==> src/rtl/sfr_pkg.sv <==
// Shared types and constants for the sync frame receiver.
// Used by every module under rtl/; has no dependencies of its own.
`timescale 1ns / 1ps
`default_nettype none

package sfr_pkg;

  localparam int unsigned FRAME_BYTES_DEF = 96;

  localparam int unsigned BYTE_W = 8;
  localparam int unsigned IDX_W  = 7;
  localparam int unsigned EV_W   = 3;
  localparam int unsigned ADDR_W = 4;
  localparam int unsigned DATA_W = 32;

  // Register map, word index taken from paddr[3:2]
  localparam logic [1:0] REG_HDR_FIRST  = 2'd0;
  localparam logic [1:0] REG_HDR_SECOND = 2'd1;
  localparam logic [1:0] REG_LEN_CODE   = 2'd2;

  localparam logic [BYTE_W-1:0] HDR_FIRST_RST  = 8'd85;
  localparam logic [BYTE_W-1:0] HDR_SECOND_RST = 8'd170;
  localparam logic [BYTE_W-1:0] LEN_CODE_RST   = 8'd92;

  typedef enum logic [EV_W-1:0] {
    EV_NONE     = 3'd0,
    EV_ACCEPT   = 3'd1,
    EV_RESYNC   = 3'd2,
    EV_LENGTH   = 3'd3,
    EV_CHECKSUM = 3'd4
  } event_e;

  // Window update applied at the end of a check
  typedef enum logic [1:0] {
    WIN_HOLD  = 2'd0,
    WIN_DROP  = 2'd1,
    WIN_CLEAR = 2'd2
  } win_cmd_e;

  typedef struct packed {
    event_e   ev;
    win_cmd_e cmd;
  } verdict_t;

endpackage

`default_nettype wire

==> src/rtl/sfr_window.sv <==
// Receive window: circular byte memory with head pointer and fill count.
// Depends on sfr_pkg.
`timescale 1ns / 1ps
`default_nettype none

module sfr_window #(
  parameter int unsigned FrameBytes = sfr_pkg::FRAME_BYTES_DEF
) (
  input  wire logic                             clk_i,
  input  wire logic                             rst_ni,
  input  wire logic                             push_i,
  input  wire logic [sfr_pkg::BYTE_W-1:0]       push_byte_i,
  input  wire logic                             rd_en_i,
  input  wire logic [$clog2(FrameBytes)-1:0]    rd_off_i,
  output logic      [sfr_pkg::BYTE_W-1:0]       rdata_o,
  output logic      [$clog2(FrameBytes+1)-1:0]  count_o,
  input  wire sfr_pkg::win_cmd_e                cmd_i,
  input  wire logic [$clog2(FrameBytes)-1:0]    drop_i
);

  localparam int unsigned PW = $clog2(FrameBytes);
  localparam int unsigned CW = $clog2(FrameBytes + 1);
  localparam logic [PW:0] Size = (PW + 1)'(FrameBytes);

  logic [sfr_pkg::BYTE_W-1:0] mem_q [FrameBytes];
  logic [sfr_pkg::BYTE_W-1:0] rdata_q;
  logic [PW-1:0]              head_d, head_q;
  logic [CW-1:0]              count_d, count_q;
  logic [PW-1:0]              waddr, raddr;

  // modular add, both operands below the window size
  function automatic logic [PW-1:0] wrap_add(logic [PW-1:0] a, logic [PW-1:0] b);
    logic [PW:0] s;
    s = {1'b0, a} + {1'b0, b};
    if (s >= Size) begin
      s = s - Size;
    end
    return s[PW-1:0];
  endfunction

  assign waddr = wrap_add(head_q, count_q[PW-1:0]);
  assign raddr = wrap_add(head_q, rd_off_i);

  always_ff @(posedge clk_i) begin
    if (push_i) begin
      mem_q[waddr] <= push_byte_i;
    end
    if (rd_en_i) begin
      rdata_q <= mem_q[raddr];
    end
  end

  always_comb begin
    head_d  = head_q;
    count_d = count_q;
    if (push_i) begin
      count_d = count_q + CW'(1);
    end
    case (cmd_i)
      sfr_pkg::WIN_DROP: begin
        head_d  = wrap_add(head_q, drop_i);
        count_d = count_q - CW'(drop_i);
      end
      sfr_pkg::WIN_CLEAR: begin
        count_d = '0;
      end
      default: ;
    endcase
  end

  always_ff @(posedge clk_i or negedge rst_ni) begin
    if (!rst_ni) begin
      head_q  <= '0;
      count_q <= '0;
    end else begin
      head_q  <= head_d;
      count_q <= count_d;
    end
  end

  assign rdata_o = rdata_q;
  assign count_o = count_q;

endmodule

`default_nettype wire

==> src/rtl/sfr_scan.sv <==
// Check datapath: header, length, checksum and header search over one window pass.
// Depends on sfr_pkg.
`timescale 1ns / 1ps
`default_nettype none

module sfr_scan #(
  parameter int unsigned FrameBytes = sfr_pkg::FRAME_BYTES_DEF
) (
  input  wire logic                          clk_i,
  input  wire logic                          rst_ni,
  input  wire logic                          dv_i,
  input  wire logic [$clog2(FrameBytes)-1:0] off_i,
  input  wire logic [sfr_pkg::BYTE_W-1:0]    data_i,
  input  wire logic [sfr_pkg::BYTE_W-1:0]    hdr_first_i,
  input  wire logic [sfr_pkg::BYTE_W-1:0]    hdr_second_i,
  input  wire logic [sfr_pkg::BYTE_W-1:0]    len_code_i,
  output logic                               done_o,
  output sfr_pkg::verdict_t                  verdict_o,
  output logic      [$clog2(FrameBytes)-1:0] drop_o
);

  localparam int unsigned PW = $clog2(FrameBytes);
  localparam logic [PW-1:0] LastOff = PW'(FrameBytes - 1);
  localparam logic [PW-1:0] PenOff  = PW'(FrameBytes - 2);
  localparam logic [PW-1:0] OffOne  = PW'(1);
  localparam logic [PW-1:0] OffTwo  = PW'(2);
  localparam logic [PW-1:0] HdrLen  = PW'(3);

  logic [sfr_pkg::BYTE_W-1:0] prev_q, sum_q;
  logic                       hdr_ok_q, len_ok_q, found_q;
  logic [PW-1:0]              found_i_q;
  logic                       match_now;

  assign match_now = (prev_q == hdr_first_i) && (data_i == hdr_second_i);

  always_ff @(posedge clk_i or negedge rst_ni) begin
    if (!rst_ni) begin
      prev_q    <= '0;
      sum_q     <= '0;
      hdr_ok_q  <= 1'b0;
      len_ok_q  <= 1'b0;
      found_q   <= 1'b0;
      found_i_q <= '0;
    end else if (dv_i) begin
      prev_q <= data_i;
      if (off_i == '0) begin
        found_q <= 1'b0;
      end
      if (off_i == OffOne) begin
        hdr_ok_q <= match_now;
      end
      if (off_i == OffTwo) begin
        len_ok_q <= (data_i == len_code_i);
        sum_q    <= data_i;
      end else if (off_i > OffTwo && off_i < LastOff) begin
        sum_q <= sum_q + data_i;
      end
      // first header pair at offsets one and up
      if (off_i >= OffTwo && !found_q && match_now) begin
        found_q   <= 1'b1;
        found_i_q <= off_i - OffOne;
      end
    end
  end

  assign done_o = dv_i && (off_i == LastOff);

  always_comb begin
    verdict_o.ev  = sfr_pkg::EV_ACCEPT;
    verdict_o.cmd = sfr_pkg::WIN_CLEAR;
    drop_o        = HdrLen;
    if (!hdr_ok_q) begin
      verdict_o.ev  = sfr_pkg::EV_RESYNC;
      verdict_o.cmd = sfr_pkg::WIN_DROP;
      // drop up to the first later header pair; with none, keep only the newest byte
      if (found_q) begin
        drop_o = found_i_q;
      end else if (match_now) begin
        drop_o = PenOff;
      end else begin
        drop_o = LastOff;
      end
    end else if (!len_ok_q) begin
      verdict_o.ev  = sfr_pkg::EV_LENGTH;
      verdict_o.cmd = sfr_pkg::WIN_DROP;
    end else if (data_i != sum_q) begin
      verdict_o.ev  = sfr_pkg::EV_CHECKSUM;
      verdict_o.cmd = sfr_pkg::WIN_DROP;
    end
  end

endmodule

`default_nettype wire

==> src/rtl/sfr_store.sv <==
// Frame store: two banks in one memory; a good frame fills the spare bank, then swaps.
// Depends on sfr_pkg.
`timescale 1ns / 1ps
`default_nettype none

module sfr_store #(
  parameter int unsigned FrameBytes = sfr_pkg::FRAME_BYTES_DEF
) (
  input  wire logic                          clk_i,
  input  wire logic                          rst_ni,
  input  wire logic                          wr_en_i,
  input  wire logic [$clog2(FrameBytes)-1:0] wr_off_i,
  input  wire logic [sfr_pkg::BYTE_W-1:0]    wr_byte_i,
  input  wire logic                          commit_i,
  input  wire logic                          rd_en_i,
  input  wire logic [sfr_pkg::IDX_W-1:0]     rd_idx_i,
  output logic      [sfr_pkg::BYTE_W-1:0]    rdata_o,
  output logic                               valid_o
);

  localparam int unsigned AW   = $clog2(2 * FrameBytes);
  localparam int unsigned CMPW = (sfr_pkg::IDX_W > AW) ? sfr_pkg::IDX_W : AW;

  logic [sfr_pkg::BYTE_W-1:0] mem_q [2 * FrameBytes];
  logic [sfr_pkg::BYTE_W-1:0] rdata_q;
  logic                       bank_q, valid_q, hit_q;
  logic [AW-1:0]              wr_addr, rd_addr;
  logic [CMPW:0]              rd_wide;
  logic                       hit;

  // writes go to the bank not currently visible
  assign wr_addr = AW'(wr_off_i) + (bank_q ? AW'(0) : AW'(FrameBytes));
  assign rd_wide = (CMPW + 1)'(rd_idx_i) + (bank_q ? (CMPW + 1)'(FrameBytes) : '0);
  assign rd_addr = rd_wide[AW-1:0];
  assign hit     = valid_q && ((CMPW + 1)'(rd_idx_i) < (CMPW + 1)'(FrameBytes));

  always_ff @(posedge clk_i) begin
    if (wr_en_i) begin
      mem_q[wr_addr] <= wr_byte_i;
    end
    if (rd_en_i) begin
      rdata_q <= mem_q[rd_addr];
    end
  end

  always_ff @(posedge clk_i or negedge rst_ni) begin
    if (!rst_ni) begin
      bank_q  <= 1'b0;
      valid_q <= 1'b0;
      hit_q   <= 1'b0;
    end else begin
      if (commit_i) begin
        bank_q  <= ~bank_q;
        valid_q <= 1'b1;
      end
      if (rd_en_i) begin
        hit_q <= hit;
      end
    end
  end

  assign rdata_o = hit_q ? rdata_q : '0;
  assign valid_o = valid_q;

endmodule

`default_nettype wire

==> src/rtl/sync_frame_receiver_sum_check.sv <==
// Top level of the sync-header frame receiver with 8-bit additive checksum.
// Depends on sfr_pkg, sfr_window, sfr_scan, sfr_store.
`timescale 1ns / 1ps
`default_nettype none

// Channel  | Handshake                 | Payload
// ---------+---------------------------+------------------------------------------
// request  | in_valid_i / in_ready_o   | operation_i, rx_byte_i, read_index_i
// result   | out_valid_o / out_ready_i | event_res_o, frame_present_o, read_data_o
// config   | psel/penable/pwrite       | paddr, pwdata, prdata (pready tied high)
//
// Flow: a read request or a received byte that leaves the window short goes
// through accept and result only. The byte that fills the window adds a check:
// the check streams the window through its single memory read port, one
// byte per cycle, and fills the spare frame-store bank in the same pass.
// Reset: async active low; no clearing pass, memories start undefined.
// Stalls: one request in flight; a result waits in the output register while
// the block returns to idle and takes the next request.

module sync_frame_receiver_sum_check #(
  parameter int unsigned FrameBytes = sfr_pkg::FRAME_BYTES_DEF
) (
  input  wire logic                          clk_i,
  input  wire logic                          rst_ni,
  // request channel
  input  wire logic                          in_valid_i,
  output logic                               in_ready_o,
  input  wire logic                          operation_i,
  input  wire logic [sfr_pkg::BYTE_W-1:0]    rx_byte_i,
  input  wire logic [sfr_pkg::IDX_W-1:0]     read_index_i,
  // result channel
  output logic                               out_valid_o,
  input  wire logic                          out_ready_i,
  output logic      [sfr_pkg::EV_W-1:0]      event_res_o,
  output logic                               frame_present_o,
  output logic      [sfr_pkg::BYTE_W-1:0]    read_data_o,
  // config port
  input  wire logic                          psel,
  input  wire logic                          penable,
  input  wire logic                          pwrite,
  input  wire logic [sfr_pkg::ADDR_W-1:0]    paddr,
  input  wire logic [sfr_pkg::DATA_W-1:0]    pwdata,
  output logic      [sfr_pkg::DATA_W-1:0]    prdata,
  output logic                               pready
);

  localparam int unsigned PW = $clog2(FrameBytes);
  localparam int unsigned CW = $clog2(FrameBytes + 1);
  localparam logic [PW-1:0] LastOff  = PW'(FrameBytes - 1);
  localparam logic [CW-1:0] FillLast = CW'(FrameBytes - 1);

  typedef enum logic [1:0] {
    ST_IDLE,
    ST_SCAN,
    ST_RESP
  } state_e;

  // ---------------------------------------------------------------------------
  // Configuration registers
  // ---------------------------------------------------------------------------
  logic [sfr_pkg::BYTE_W-1:0] hdr_first_q, hdr_second_q, len_code_q;
  logic                       cfg_wr;

  assign pready = 1'b1;
  assign cfg_wr = psel && penable && pwrite;

  always_ff @(posedge clk_i or negedge rst_ni) begin
    if (!rst_ni) begin
      hdr_first_q  <= sfr_pkg::HDR_FIRST_RST;
      hdr_second_q <= sfr_pkg::HDR_SECOND_RST;
      len_code_q   <= sfr_pkg::LEN_CODE_RST;
    end else if (cfg_wr) begin
      case (paddr[3:2])
        sfr_pkg::REG_HDR_FIRST:  hdr_first_q  <= pwdata[sfr_pkg::BYTE_W-1:0];
        sfr_pkg::REG_HDR_SECOND: hdr_second_q <= pwdata[sfr_pkg::BYTE_W-1:0];
        sfr_pkg::REG_LEN_CODE:   len_code_q   <= pwdata[sfr_pkg::BYTE_W-1:0];
        default: ;
      endcase
    end
  end

  always_comb begin
    case (paddr[3:2])
      sfr_pkg::REG_HDR_FIRST:  prdata = sfr_pkg::DATA_W'(hdr_first_q);
      sfr_pkg::REG_HDR_SECOND: prdata = sfr_pkg::DATA_W'(hdr_second_q);
      sfr_pkg::REG_LEN_CODE:   prdata = sfr_pkg::DATA_W'(len_code_q);
      default:                 prdata = '0;
    endcase
  end

  // ---------------------------------------------------------------------------
  // Control
  // ---------------------------------------------------------------------------
  state_e                     state_q;
  logic                       accept, push, store_rd, full_next;
  logic [PW-1:0]              k_q;          // next window offset to read
  logic                       issue_q;      // scan reads still being issued
  logic                       rd_v_q;       // window read data valid
  logic [PW-1:0]              rd_off_q;     // offset of that data
  logic                       win_rd;
  logic [sfr_pkg::BYTE_W-1:0] win_rdata;
  logic [CW-1:0]              win_count;
  logic                       scan_done;
  sfr_pkg::verdict_t          verdict;
  logic [PW-1:0]              drop;
  sfr_pkg::win_cmd_e          win_cmd;
  logic                       commit;
  logic [sfr_pkg::BYTE_W-1:0] store_rdata;
  logic                       store_valid;
  sfr_pkg::event_e            ev_q;
  logic                       is_read_q;

  // output register
  logic                       out_valid_q;
  logic [sfr_pkg::EV_W-1:0]   out_event_q;
  logic                       out_present_q;
  logic [sfr_pkg::BYTE_W-1:0] out_data_q;
  logic                       out_load;

  assign in_ready_o = (state_q == ST_IDLE);
  assign accept     = in_valid_i && in_ready_o;
  assign push       = accept && !operation_i;
  assign store_rd   = accept && operation_i;
  assign full_next  = (win_count == FillLast);
  assign win_rd     = (state_q == ST_SCAN) && issue_q;
  assign win_cmd    = scan_done ? verdict.cmd : sfr_pkg::WIN_HOLD;
  assign commit     = scan_done && (verdict.ev == sfr_pkg::EV_ACCEPT);
  assign out_load   = (state_q == ST_RESP) && (!out_valid_q || out_ready_i);

  always_ff @(posedge clk_i or negedge rst_ni) begin
    if (!rst_ni) begin
      state_q       <= ST_IDLE;
      k_q           <= '0;
      issue_q       <= 1'b0;
      rd_v_q        <= 1'b0;
      rd_off_q      <= '0;
      ev_q          <= sfr_pkg::EV_NONE;
      is_read_q     <= 1'b0;
      out_valid_q   <= 1'b0;
      out_event_q   <= '0;
      out_present_q <= 1'b0;
      out_data_q    <= '0;
    end else begin
      rd_v_q   <= win_rd;
      rd_off_q <= k_q;
      if (out_load) begin
        out_valid_q <= 1'b1;
      end else if (out_ready_i) begin
        out_valid_q <= 1'b0;
      end
      case (state_q)
        ST_IDLE: begin
          if (accept) begin
            is_read_q <= operation_i;
            ev_q      <= sfr_pkg::EV_NONE;
            if (push && full_next) begin
              k_q     <= '0;
              issue_q <= 1'b1;
              state_q <= ST_SCAN;
            end else begin
              state_q <= ST_RESP;
            end
          end
        end
        ST_SCAN: begin
          if (issue_q) begin
            k_q <= k_q + PW'(1);
            if (k_q == LastOff) begin
              issue_q <= 1'b0;
            end
          end
          if (scan_done) begin
            ev_q    <= verdict.ev;
            state_q <= ST_RESP;
          end
        end
        ST_RESP: begin
          // frame_present reflects the store after this request's update
          if (out_load) begin
            out_event_q   <= ev_q;
            out_present_q <= store_valid;
            out_data_q    <= is_read_q ? store_rdata : '0;
            state_q       <= ST_IDLE;
          end
        end
        default: state_q <= ST_IDLE;
      endcase
    end
  end

  assign out_valid_o     = out_valid_q;
  assign event_res_o     = out_event_q;
  assign frame_present_o = out_present_q;
  assign read_data_o     = out_data_q;

  // ---------------------------------------------------------------------------
  // Datapath
  // ---------------------------------------------------------------------------
  sfr_window #(
    .FrameBytes (FrameBytes)
  ) u_window (
    .clk_i       (clk_i),
    .rst_ni      (rst_ni),
    .push_i      (push),
    .push_byte_i (rx_byte_i),
    .rd_en_i     (win_rd),
    .rd_off_i    (k_q),
    .rdata_o     (win_rdata),
    .count_o     (win_count),
    .cmd_i       (win_cmd),
    .drop_i      (drop)
  );

  sfr_scan #(
    .FrameBytes (FrameBytes)
  ) u_scan (
    .clk_i        (clk_i),
    .rst_ni       (rst_ni),
    .dv_i         (rd_v_q),
    .off_i        (rd_off_q),
    .data_i       (win_rdata),
    .hdr_first_i  (hdr_first_q),
    .hdr_second_i (hdr_second_q),
    .len_code_i   (len_code_q),
    .done_o       (scan_done),
    .verdict_o    (verdict),
    .drop_o       (drop)
  );

  // window bytes stream into the spare bank while the check runs
  sfr_store #(
    .FrameBytes (FrameBytes)
  ) u_store (
    .clk_i     (clk_i),
    .rst_ni    (rst_ni),
    .wr_en_i   (rd_v_q),
    .wr_off_i  (rd_off_q),
    .wr_byte_i (win_rdata),
    .commit_i  (commit),
    .rd_en_i   (store_rd),
    .rd_idx_i  (read_index_i),
    .rdata_o   (store_rdata),
    .valid_o   (store_valid)
  );

endmodule

`default_nettype wire
==> config.mk <==
export PLATFORM = sky130hd
export DESIGN_NAME = sync_frame_receiver_sum_check
export DESIGN_NICKNAME = d
export VERILOG_FILES = /design/src/rtl/sfr_pkg.sv /design/src/rtl/sfr_window.sv /design/src/rtl/sfr_scan.sv /design/src/rtl/sfr_store.sv /design/src/rtl/sync_frame_receiver_sum_check.sv
export SDC_FILE = /design/constraint.sdc
export NUM_CORES = 2
export LEC_CHECK = 0
export CORE_ASPECT_RATIO = 1.5
export CORE_MARGIN = 5
export CORE_UTILIZATION = 52
export DETAILED_ROUTE_END_ITERATION = 7
export DONT_BUFFER_PORTS = 1
export PLACE_DENSITY = 0.76
export SLEW_MARGIN = 10
export SYNTH_ARGS = -nofsm -noshare
export SYNTH_HDL_FRONTEND = slang
export SYNTH_HIERARCHICAL = 1
export SYNTH_SLANG_ARGS = --single-unit
==> constraint.sdc <==
create_clock -name clk_i -period 6.4 [get_ports clk_i]
set_input_delay 0.32 -clock clk_i [delete_from_list [all_inputs] [get_ports clk_i]]
set_output_delay 0.32 -clock clk_i [all_outputs]
set_load 0.02 [all_outputs]
After elaboration in Yosys (flattened, before gate mapping)

Memories as Yosys holds them, arrays and structs flattened. A register that Yosys moved wholly into a read port is not among the register bits.
Index checks and enable logic that the tools add are counted.

Memories: 2
RAM bits: 2304
Register bits after elaboration: 102
Output and inout port bits: 47
Word-level logic and storage cells: 154

Memories:

| name           | words | width | rd ports | clocked after memory_dff | wr ports | RTL line         | text |
|---|---|---|---|---|---|---|---|
| u_store.mem_q  | 192   | 8     | 1        | 1                        | 1        | sfr_store.sv:24  | `logic [sfr_pkg::BYTE_W-1:0] mem_q [2 * FrameBytes];` |
| u_window.mem_q | 96    | 8     | 1        | 1                        | 1        | sfr_window.sv:25 | `logic [sfr_pkg::BYTE_W-1:0] mem_q [FrameBytes];` |

Multiplexer cells: 44
Bitwise logic cells: 1
Add/sub/neg operators: 13
Order comparisons: 7
Equality and inequality tests: 21
Reduce and logical (&&, ||, !) cells: 41

Operators with widths:

| operator                                            | number |
|---|---|
| 2-to-1 mux 7 bit                                    | 11 |
| 2-to-1 mux 8 bit                                    | 4 |
| one-hot mux 7 bit (2 select lines)                  | 2 |
| adder 7 x 7 -> 8 bit                                | 3 |
| equality test 8 bit                                 | 3 |
| >= comparator 8 x 7 -> 1 bit, second input constant | 3 |
| one-hot mux 8 bit (3 select lines)                  | 1 |
| equality test 7 bit, second input constant          | 3 |
| subtractor 7 bit, second input constant             | 3 |
| AND reduction 2 bit                                 | 10 |
| adder 7 x 8 -> 8 bit                                | 2 |
| logical AND 1 bit                                   | 15 |
| 2-to-1 mux 5 bit                                    | 3 |
| adder 7 x 1 -> 7 bit, second input constant         | 2 |
| < comparator 7 bit, second input constant           | 2 |
| 2-to-1 mux 1 bit                                    | 13 |
| 2-to-1 mux 2 bit                                    | 5 |
| AND reduction 3 bit                                 | 3 |
| adder 8 bit                                         | 1 |
| inequality test 8 bit                               | 1 |
| nonzero test 2 bit                                  | 4 |
| equality test 7 x 1 -> 1 bit, second input constant | 1 |
| equality test 7 x 2 -> 1 bit, second input constant | 1 |
| >= comparator 7 x 2 -> 1 bit, second input constant | 1 |
| other kinds (19)                                    | 30 |

Logic depth before layout (Yosys ltp)

Word-level depth: 8
Mapped depth: 18
Depth with buffers taken out: 17

By module

The synthesis kept the hierarchy.

By module, submodules not included:

| module                        | seq. area each (sq um) | instances | area an instance (sq um) | cells an instance |
|---|---|---|---|---|
| sfr_store                     | 46439.5                | 1         | 60495.5                  | 2935 |
| sfr_window                    | 23652.7                | 1         | 32070.8                  | 1518 |
| sync_frame_receiver_sum_check | 1491.4                 | 1         | 2826.5                   | 241 |
| sfr_scan                      | 650.6                  | 1         | 1985.7                   | 205 |

Worst setup path before layout

OpenSTA, ideal clock, no wires.

Kind: reg2reg
From: register u_window.rdata_q, in the netlist u_window/rdata_o[2] (read register of u_window.mem_q)
To: register u_window.count_q[6], in the netlist u_window/count_o[6]
Setup slack: 0.378 ns
Arrival time: 5.883 ns
Data required time: 6.261 ns
Stages on the path, launching flop included: 17
Cells stage by stage: edfxtp_1 > ha_1 > nor4_1 > and3_1 > nand3_1 > and2_1 > nand2b_1 > clkbuf_1 > nor2_1 > ha_1 > nor2b_1 > o21ai_0 > a21boi_0 > o21a_1 > o21ai_0 > xor2_1 > o221ai_1

RTL lines:

| what                 | RTL line         | text |
|---|---|---|
| start, declared      | sfr_window.sv:26 | `logic [sfr_pkg::BYTE_W-1:0] rdata_q;` |
| end signal, assigned | sfr_window.sv:77 | `count_q <= count_d;` |
| end, declared        | sfr_window.sv:28 | `logic [CW-1:0] count_d, count_q;` |

Worst setup path after layout

From: register u_store.bank_q
To: register u_store/rdata_q[0] in the netlist's numbering (read register of u_store.mem_q) (data pin)

Cells in the longest elaborated chain, start to end: 2

RTL lines:

| what                   | RTL line        | text |
|---|---|---|
| start, declared        | sfr_store.sv:26 | `logic bank_q, valid_q, hit_q;` |
| start signal, assigned | sfr_store.sv:53 | `bank_q <= ~bank_q;` |
| 2-to-1 mux 7 bit       | sfr_store.sv:33 | `assign rd_wide = (CMPW + 1)'(rd_idx_i) + (bank_q ? (CMPW + 1)'(FrameBytes) : '0);` |
| adder 7 x 8 -> 8 bit   | sfr_store.sv:33 |  |
| end, declared          | sfr_store.sv:25 | `logic [sfr_pkg::BYTE_W-1:0] rdata_q;` |

No other way between the ends.
A chain may end at the register's enable or synchronous reset.

==> flow_summary.toml <==
[synthesis]
ys.flop_type = "edfxtp_1"
synth_seq_cells = 2422
yosys_warnings = 6
async_flop_share_pct = 4.21
postSynthCellCount = 4899
ys_types = 94
syn_area_mm2 = 0.0974
synth_commonest_cells = "2320 x edfxtp_1, 543 x mux4_2, 370 x nor2_1"
synth_area_per_cell_um2 = 19.9
synth_seq_area_share_pct = 74.2
yosys.cell_count.top_type = "edfxtp_1"
synth_top_cells_by_area = "edfxtp_1 72%, mux4_2 13%, mux2i_1 2.7%"
yosysTopAreaCellShare_pct = 71.5
synth_top_area_cell = "edfxtp_1"
synth_edf_count = 2320

[sta]
tns_ns = 0
rsz0062_at_grt = "no"
timing.fmax_mhz = 210
max-slew-margin-rel_pct = 6.14
fin_crit_sh_pct = 74.5
post-route-min-period_ns = 4.77
drv_slew = 0
finClkSkew_ns = 0.0607
worst_pin_slew_ns = 1.37
setup_violations = 0
hold_viol = 0

[power]
finalPower_mw = 35.9
leakage_nw = 34.4
vdd_drop_max_mv = 0.331
power_density_mw_per_mm2 = 335

[cells_and_area]
area_growth_pct = 10.3
nNetsFinal = 5100
drive_gt1_share_pct = 21.1
final_core_util_pct = 57.7
instances_no_fill = 7620
fillers = 13000
final_area_mm2 = 0.107

[worst_setup_path]
reg2reg_from = "u_store/bank_q"
startpoint_type = "flip-flop"
path_max_fanout = 15
criticalPathCategory = "flip-flop to flip-flop"
crit_arrival_ns = 5.31
r2r_end = "u_store/rdata_q[0]"
critPathLaunch = "u_store/bank_q"
reg2reg_depth = 7
reg2reg_slack_ns = 1.63
crit_path_top_delay_cell = "a2111oi_0"
path_cells = "inv_1 -> fa_1 -> nand2_1 -> a2111oi_0 -> nor4_1 -> o211ai_1 -> o311ai_1"
critPathRequiredTime_ns = 6.94
max_stage_delay_ns = 1.25
endpoint_kind = "flip-flop"

[detailed_routing]
firstDrtPassIters = 7
drt_first_iter_violations = 5538
finalWirelength_mm = 227
via_count = 48500
antenna_left = 0
via_per_inst = 6.36
wl_per_cell_um = 29.8
drc = 0

[die]
num_rows = 194
initial_core_util_pct = 52.3
core_mm2 = 0.186
dieArea_mm2 = 0.196
die_y_um = 540
num_io_pins = 106
die_w_um = 363

[placement]
dp_hpwl_mm = 137
port_buffers = 0
dp_cells = 7185
placed_area_mm2 = 0.0998
gp_congestion = 0.922

[global_routing]
grt_pass1_wl_mm = 334
grt_busiest_layer = "met2"
gr-usage-met1_pct = 27.3
gr-usage-met2_pct = 40.1
antenna_found_initial = 13
grt_max_degree = 483
grt_pass1_vias = 49900
grt_overflow = 0
grt_usage_pct = 23.0
use_met3_pct = 4.32

[cts]
path_clk_slew_ns = 0.07
postCtsResizedCells = 0
cts-htree-levels = 4
clock-sinks = 2422
cts-buffers-inserted = 214
root_buffer = "clkbuf_16"
clock_latency_ns = 0.86
clockBufferDepth = 4
cts_tree = "built"

[outcome]
status = "complete, no violations"

[flow_run]
maxCapViolations = 0

[worst_hold_path]
holdCritPathClass = "input port to async pin"
[stage by stage]
stage	hold slack [ns]	worst slack, ns
6_report	0.0234	1.63
5_1_grt	0.0309	1.49
4_1_cts	0.000647	1.79
3_5_place_dp	0.0329	1.78
3_3_place_gp	0.0335	1.80
2_1_floorplan	0.0244	0.378
[cell usage in the layout, fill, tap and decap left out, drive strengths merged, types with 45 or more instances in the layout]
cell type,Yosys,routed
nand2,119,119
edfxtp,2320,2320
clkbuf,96,263
mux2i,266,266
clkinv,0,70
mux4,543,543
inv,61,69
a21oi,47,47
nor2b,51,51
o21ai,60,60
mux2,67,67
nor3,45,45
buf,177,99
nand3,76,76
dfrtp,90,90
nor2,372,372
[cells by family (layout without fill, tap and decap cells)]
group	count (synthesis)	after routing	share of synthesized area, %
adder cells (fa/ha/maj)	53	53	0.727
AO/OA/AOI/OAI	386	386	2.87
flip-flops	2422	2422	74.2
AND/OR/NAND/NOR	771	771	3.71
XOR/XNOR	54	54	0.493
buffers and inverters	335	570	1.93
multiplexers	876	876	16.1
other	2	38	0.00771
[metal layers]
metal / up-vias / share of wire (%) / wire length, µm
li1: 20200 / - / -
met1: 25300 / 33 / 75800
met2: 2363 / 52 / 119000
met3: 619 / 7.8 / 17800
met4: 6 / 6.4 / 14600
met5: - / 0.020 / 45
[worst max-delay path: cells and delay by family, from the launching register on]
kind	cells	cell delay, ns
DFF	1	0.54
buffers and inverters	1	0.20
and+or+nand+nor	2	0.85
AOI/OAI and AO/OA	3	1.74
adders and majority gates	1	1.12
[power by group]
group / total (mW) / internal (mW) / switching (mW)
clock network: 13.0 / 7.40 / 5.58
logic: 5.30 / 2.27 / 3.03
registers: 17.6 / 17.4 / 0.248
[final cells by class]
class                      count  area (µm²)  share of cell area (%)
tap                         2450        3070                    2.85
antenna                       13        32.5                  0.0303
clock inverter               119        1380                    1.28
timing repair buffer         127        1390                    1.29
multi-input combinational   2165       23500                    21.9
sequential                  2422       72200                    67.3
inverter                      61         229                   0.213
clock buffer                 263        5600                    5.22
[flip-flops by register name, summed over array words and instances, names as in the netlist, 8 cells and up]
name and cells:
u_scan/prev_q 8, u_scan/sum_q 8, len_code_q 8, u_window/mem_q 768
u_store/rdata_q 8, hdr_first_q 8, read_data_o 8, u_store/mem_q 1536
u_window/rdata_o 8, hdr_second_q 8
[how the worst max path moves through the flow]
stage                               end  cells after the start
floorplan           u_window/count_o[6]                     16
global placement    u_window/count_o[6]                     17
detailed placement  u_window/count_o[6]                     17
CTS                 u_window/count_o[6]                     17
global route        u_window/count_o[6]                     17
finish               u_store/rdata_q[0]                      7
[timing repair]
| item | in CTS | in global routing |
|---|---|---|
| buffers inserted | 0 | 0 |
| setup endpoints to repair | 0 | 0 |
| hold buffers | 37 | 0 |
| hold endpoints to repair | 918 | 0 |
(Power assumes the default switching activity.)
